## src/rtl/lkv_pkg.sv

```systemverilog
package lkv_pkg;

  localparam int unsigned DEFAULT_ENTRIES = 16;
  localparam int unsigned DATA_W          = 32;
  localparam int unsigned CAP_W           = 5;
  localparam logic [CAP_W-1:0] CAP_RESET  = 5'd16;

  localparam logic REQ_GET = 1'b0;
  localparam logic REQ_PUT = 1'b1;

  localparam logic signed [DATA_W-1:0] MISS_VALUE = -32'sd1;
  localparam logic signed [DATA_W-1:0] PUT_VALUE  = 32'sd0;

  typedef struct packed {
    logic                     req_type;
    logic signed [DATA_W-1:0] req_key;
    logic signed [DATA_W-1:0] req_value;
  } req_t;

  typedef struct packed {
    logic                     hit;
    logic signed [DATA_W-1:0] read_value;
  } rsp_t;

  typedef struct packed {
    logic                     valid;
    logic signed [DATA_W-1:0] key;
    logic signed [DATA_W-1:0] value;
  } entry_t;

  typedef struct packed {
    logic                     go;
    logic                     hit;
    logic                     evict;
    logic signed [DATA_W-1:0] key;
  } cell_ctl_t;

  typedef enum logic {
    ST_IDLE,
    ST_BUSY
  } state_t;

endpackage

```

## src/rtl/lru_key_value_cache_unit.sv

```systemverilog
// LRU key/value cache, fully associative, kept as a recency-ordered chain.
// Requests arrive on req (req_valid/req_ready): a get or a put with a
// signed 32-bit key and value. Each request yields one response on rsp
// (rsp_valid/rsp_ready): hit, and the stored value on a get hit, -1 on a
// get miss, 0 on a put.
// Cell 0 holds the most recent entry. A request is registered at accept,
// then, once the response register is free, every cell compares its key and the chain shifts
// by one cell up to the hit position (or through the valid run on a put
// miss) while the new head is loaded into cell 0 and the response is
// registered. A get miss leaves the chain untouched.
// The response is registered in the same cycle as the chain update; a new
// request is accepted only after that update, so one request is handled at a time.
// If rsp is stalled, the update waits until the response register is free;
// req_ready stays low meanwhile.
// cfg_we/cfg_wdata write the capacity (0 acts as 1, above ENTRIES acts as
// ENTRIES); write only while idle. Reset empties the cache, sets capacity
// to 16, and takes effect immediately with no clearing pass.
module lru_key_value_cache_unit #(
  parameter int unsigned ENTRIES = lkv_pkg::DEFAULT_ENTRIES
) (
  input  logic                         clk,
  input  logic                         rst,
  input  logic                         req_valid,
  output logic                         req_ready,
  input  lkv_pkg::req_t                req,
  output logic                         rsp_valid,
  input  logic                         rsp_ready,
  output lkv_pkg::rsp_t                rsp,
  input  logic                         cfg_we,
  input  logic [lkv_pkg::CAP_W-1:0]    cfg_wdata
);

  localparam int unsigned CNT_W = $clog2(ENTRIES + 1);

  lkv_pkg::state_t               state, state_next;
  lkv_pkg::req_t                 req_q;
  logic [lkv_pkg::CAP_W-1:0]     capacity;
  logic [CNT_W-1:0]              count;
  logic [CNT_W-1:0]              eff_cap;
  logic                          go;
  logic                          update;
  logic                          hit;
  logic                          evict;
  logic signed [lkv_pkg::DATA_W-1:0] sel_value;
  lkv_pkg::cell_ctl_t            ctl;
  lkv_pkg::entry_t               head;
  lkv_pkg::entry_t               entries [ENTRIES];
  logic [ENTRIES-1:0]            match;
  logic [ENTRIES-1:0]            valid_vec;
  logic [ENTRIES:0]              seen;

  assign req_ready = (state == lkv_pkg::ST_IDLE);
  assign go        = (state == lkv_pkg::ST_BUSY) && (!rsp_valid || rsp_ready);
  assign update    = go && (hit || (req_q.req_type == lkv_pkg::REQ_PUT));

  always_ff @(posedge clk) begin
    if (rst) begin
      state <= lkv_pkg::ST_IDLE;
    end else begin
      state <= state_next;
    end
  end

  always_comb begin
    state_next = state;
    unique case (state)
      lkv_pkg::ST_IDLE: begin
        if (req_valid) begin
          state_next = lkv_pkg::ST_BUSY;
        end
      end
      lkv_pkg::ST_BUSY: begin
        if (go) begin
          state_next = lkv_pkg::ST_IDLE;
        end
      end
      default: state_next = lkv_pkg::ST_IDLE;
    endcase
  end

  always_ff @(posedge clk) begin
    if (req_valid && req_ready) begin
      req_q <= req;
    end
  end

  always_ff @(posedge clk) begin
    if (rst) begin
      capacity <= lkv_pkg::CAP_RESET;
    end else if (cfg_we) begin
      capacity <= cfg_wdata;
    end
  end

  always_comb begin
    if (capacity == '0) begin
      eff_cap = CNT_W'(1);
    end else if (32'(capacity) > ENTRIES) begin
      eff_cap = CNT_W'(ENTRIES);
    end else begin
      eff_cap = CNT_W'(capacity);
    end
  end

  assign hit   = |match;
  assign evict = (count >= eff_cap);

  always_comb begin
    sel_value = '0;
    for (int i = 0; i < ENTRIES; i++) begin
      if (match[i]) begin
        sel_value = sel_value | entries[i].value;
      end
    end
  end

  always_comb begin
    ctl.go    = update;
    ctl.hit   = hit;
    ctl.evict = evict;
    ctl.key   = req_q.req_key;
    head.valid = 1'b1;
    head.key   = req_q.req_key;
    head.value = (hit && req_q.req_type == lkv_pkg::REQ_GET) ? sel_value : req_q.req_value;
  end

  assign seen[0] = 1'b0;

  for (genvar g = 0; g < ENTRIES; g++) begin : g_cell
    lkv_cell u_cell (
      .clk      (clk),
      .rst      (rst),
      .ctl      (ctl),
      .upstream ((g == 0) ? head : entries[(g == 0) ? 0 : g - 1]),
      .seen_in  (seen[g]),
      .entry    (entries[g]),
      .match    (match[g]),
      .seen_out (seen[g+1])
    );
    assign valid_vec[g] = entries[g].valid;
  end

  always_ff @(posedge clk) begin
    if (rst) begin
      count <= '0;
    end else if (update && !hit && !evict) begin
      count <= count + CNT_W'(1);
    end
  end

  always_ff @(posedge clk) begin
    if (rst) begin
      rsp_valid <= 1'b0;
    end else if (go) begin
      rsp_valid <= 1'b1;
    end else if (rsp_ready) begin
      rsp_valid <= 1'b0;
    end
  end

  always_ff @(posedge clk) begin
    if (go) begin
      rsp.hit <= hit;
      if (req_q.req_type == lkv_pkg::REQ_PUT) begin
        rsp.read_value <= lkv_pkg::PUT_VALUE;
      end else if (hit) begin
        rsp.read_value <= sel_value;
      end else begin
        rsp.read_value <= lkv_pkg::MISS_VALUE;
      end
    end
  end

  a_count_matches_valid: assert property (@(posedge clk) disable iff (rst)
    $countones(valid_vec) == 32'(count))
    else $error("entry count disagrees with valid cells");

  a_valid_contiguous: assert property (@(posedge clk) disable iff (rst)
    $onehot0(valid_vec + ENTRIES'(1)) || (valid_vec == '1))
    else $error("valid cells are not a contiguous run from cell 0");

  a_unique_match: assert property (@(posedge clk) disable iff (rst)
    (state == lkv_pkg::ST_BUSY) |-> $onehot0(match))
    else $error("key present in more than one cell");

  a_rsp_after_busy: assert property (@(posedge clk) disable iff (rst)
    $rose(rsp_valid) |-> $past(state == lkv_pkg::ST_BUSY))
    else $error("response raised without an update cycle");

  a_count_bounded: assert property (@(posedge clk) disable iff (rst)
    32'(count) <= ENTRIES)
    else $error("entry count beyond cell count");

endmodule

```

## src/rtl/lkv_cell.sv

```systemverilog
module lkv_cell (
  input  logic              clk,
  input  logic              rst,
  input  lkv_pkg::cell_ctl_t ctl,
  input  lkv_pkg::entry_t   upstream,
  input  logic              seen_in,
  output lkv_pkg::entry_t   entry,
  output logic              match,
  output logic              seen_out
);

  logic shift;

  assign match    = entry.valid && (entry.key == ctl.key);
  assign seen_out = seen_in | match;

  // hit: cells up to the matching one move down; miss: the valid run moves
  // down, one cell shorter when the tail entry is dropped
  always_comb begin
    if (ctl.hit) begin
      shift = ctl.go & ~seen_in;
    end else if (ctl.evict) begin
      shift = ctl.go & entry.valid;
    end else begin
      shift = ctl.go & upstream.valid;
    end
  end

  always_ff @(posedge clk) begin
    if (rst) begin
      entry.valid <= 1'b0;
    end else if (shift) begin
      entry.valid <= upstream.valid;
    end
    if (shift) begin
      entry.key   <= upstream.key;
      entry.value <= upstream.value;
    end
  end

endmodule

```

## config.mk

```make
export PLATFORM = sky130hd
export DESIGN_NAME = lru_key_value_cache_unit
export DESIGN_NICKNAME = d
export VERILOG_FILES = /design/src/rtl/lkv_pkg.sv /design/src/rtl/lru_key_value_cache_unit.sv /design/src/rtl/lkv_cell.sv
export SDC_FILE = /design/constraint.sdc
export NUM_CORES = 2
export LEC_CHECK = 0
export BUFFER_PORTS_ARGS = -buffer_cell sky130_fd_sc_hd__clkbuf_2
export CAP_MARGIN = 20
export CORE_MARGIN = 4
export CORE_UTILIZATION = 60
export DETAILED_ROUTE_END_ITERATION = 8
export PLACE_DENSITY = 0.77
export SYNTH_ARGS = -nofsm -noshare
export SYNTH_HDL_FRONTEND = slang
export SYNTH_HIERARCHICAL = 1
export SYNTH_SLANG_ARGS = --single-unit
```

## constraint.sdc

```tcl
create_clock -name clk -period 7.3 [get_ports clk]
set_input_delay 0.365 -clock clk [delete_from_list [all_inputs] [get_ports clk]]
set_output_delay 0.365 -clock clk [all_outputs]
set_load 0.05 [all_outputs]
```

==> flow_summary_export.csv <==
group,metric,value,unit
run_status,status,"complete, no violations",
routing,drt-total-wl,112,mm
clock_network,cts_tree,"done",
power_and_ir_drop,leakage,16.8,nW
critical_path,worst_setup_path_end_kind,"register",
sta,finalSetupTns,0,ps
critical_path,worst_setup_path_start_kind,"register",
sta,rsz0062_at_grt,"no",
routing,antenna_left,0,
sta,hold_violations,0,
critical_path,cp_common_cell,"o31ai_1",
critical_path,path_buf_inv,15,
routing,drc,0,
layout,drive_gt1_frac,0.136,
sta,worst_slew_pin_slew,1100,ps
routing,drt_iter0_drc,3517,
power_and_ir_drop,total_power,13.4,mW
layout,fin_cells,3832,
sta,period_minus_slack,5960,ps
global_route,grt_max_degree,70,
layout,most-common-layout-cells,"1,122 x edfxtp_1, 496 x xor2_1, 128 x a22o_1, 128 x a221oi_1, 112 x nor4_1",
layout,area_delta_synth_final,14.8,%
layout,finalNetCount,2860,
clock_network,cts-root-buf,"clkbuf_16",
floorplan,ios,110,
routing,viasPerCell,6.61,
critical_path,critPathTopFamily,"compound AO/OA/AOI/OAI gates",
critical_path,cp_max_fo,43,
floorplan,fp.dieW,280,um
floorplan,die_y,280,um
floorplan,coreArea,73200,sq um
placement,io_buffer_count,109,
critical_path,critical_path_class,"reg2reg",
global_route,grt_first_pass_wirelength,165,mm
critical_path,slowest_delay,1010,ps
layout,layout_commonest_cell,"edfxtp_1",
layout,design_area,51100,sq um
logic_synthesis,synth_cells,2500,
worst_hold_path,min_path_type,"in2reg",
placement,hpwl,64.2,mm
clock_network,cts.sinks,1150,
sta,max_slew_margin,0.266,
layout,final_util,0.698,
clock_network,clk_pin_slew,60,ps
logic_synthesis,syn_avg_cell_area,17.8,sq um
floorplan,num_rows,99,
global_route,grt_pass1_vias,25600,
sta,fin_skew,50.0,ps
clock_network,clock_latency,700,ps
placement,dpl_cell_area,46800,sq um
routing,drt-pass1-iter-count,5,
routing,dr_total_vias,25300,
placement,place_inst,3555,
placement,gp_congestion,0.887,
critical_path,cp.required,7700,ps
global_route,grtUsageTotal,0.284,
sta,setup_slack,1340,ps
sta,holdWs,73.3,ps
global_route,grt_antenna_before_repair,2,
logic_synthesis,yosysWarnings,6,
critical_path,r2r_setup_slack,1340,ps
sta,max_freq,0.168,GHz
power_and_ir_drop,powerDensity,261,nW/um^2
clock_network,htreeDepth,3,
clock_network,cts_buffers,110,
global_route,grt_overflow_total,0,
logic_synthesis,syn_area,44500,sq um
layout,diodes,0,
sta,maxSlewViolCount,0,
placement,place_ws,1640,ps
critical_path,critPathArrivalTime,6360,ps
floorplan,initial_core_util,0.608,
power_and_ir_drop,ir_drop,0.231,mV
sta,final.period_utilization,0.817,
sta,finalSetupViolCount,0,
flow_run,drv_cap,0,
critical_path,slowest_stage,"edfxtp_1",
clock_network,clockBufferDepth,3,
layout,nFillCells,4409,
routing,wl_per_cell,29.1,um
floorplan,dieArea,78600,sq um
[where the power goes]
| group | switching [mW] | internal, mW | total [mW] |
|---|---|---|---|
| logic | 0.241 | 0.153 | 0.393 |
| registers | 0.0639 | 7.21 | 7.27 |
| clock network | 2.47 | 3.23 | 5.70 |
[registers in the layout, indices dropped and copies added (netlist names)]
register	count
ctl	32
rsp	33
count	5
g_cell.u_cell/entry	1040
req_q	33
capacity	5
state	1
rsp_valid	1
[cell type report]
class	count	area, sq um	share of cell area
timing repair buffer	244	1860	0.0364
clock inverter	75	764	0.0150
sequential	1150	34300	0.670
multi-input combinational	1254	10100	0.198
clock buffer	131	2850	0.0558
tap	959	1200	0.0235
inverter	19	71.3	0.00139
[metal layers]
| layer | vias to the layer above | part of all wire | global-route usage |
|---|---|---|---|
| met2 | 1915 | 0.45 | 0.432 |
| met1 | 12600 | 0.38 | 0.412 |
| met5 | - | 0.000081 | 0 |
| li1 | 10500 | - | - |
| met4 | 2 | 0.036 | 0.0923 |
| met3 | 318 | 0.13 | 0.0721 |
[repair_timing]
| action | CTS | global route |
|---|---|---|
| hold buffers | 71 | 0 |
| setup endpoints to repair | 0 | 0 |
| setup buffers | 0 | 0 |
| endpoints found under the hold margin | 71 | 0 |
| gates resized for setup | 0 | 0 |
[path summary, 6_finish.rpt]
path,endpoint,from,cells past startpoint
max,g_cell[15].u_cell/entry[59],ctl[31],35
min,capacity[4],cfg_we,2
max reg2reg,g_cell[15].u_cell/entry[59],ctl[31],35
min reg2reg,g_cell[10].u_cell/entry[2],g_cell[9].u_cell/entry[2],0
(Power assumes the default switching activity.)
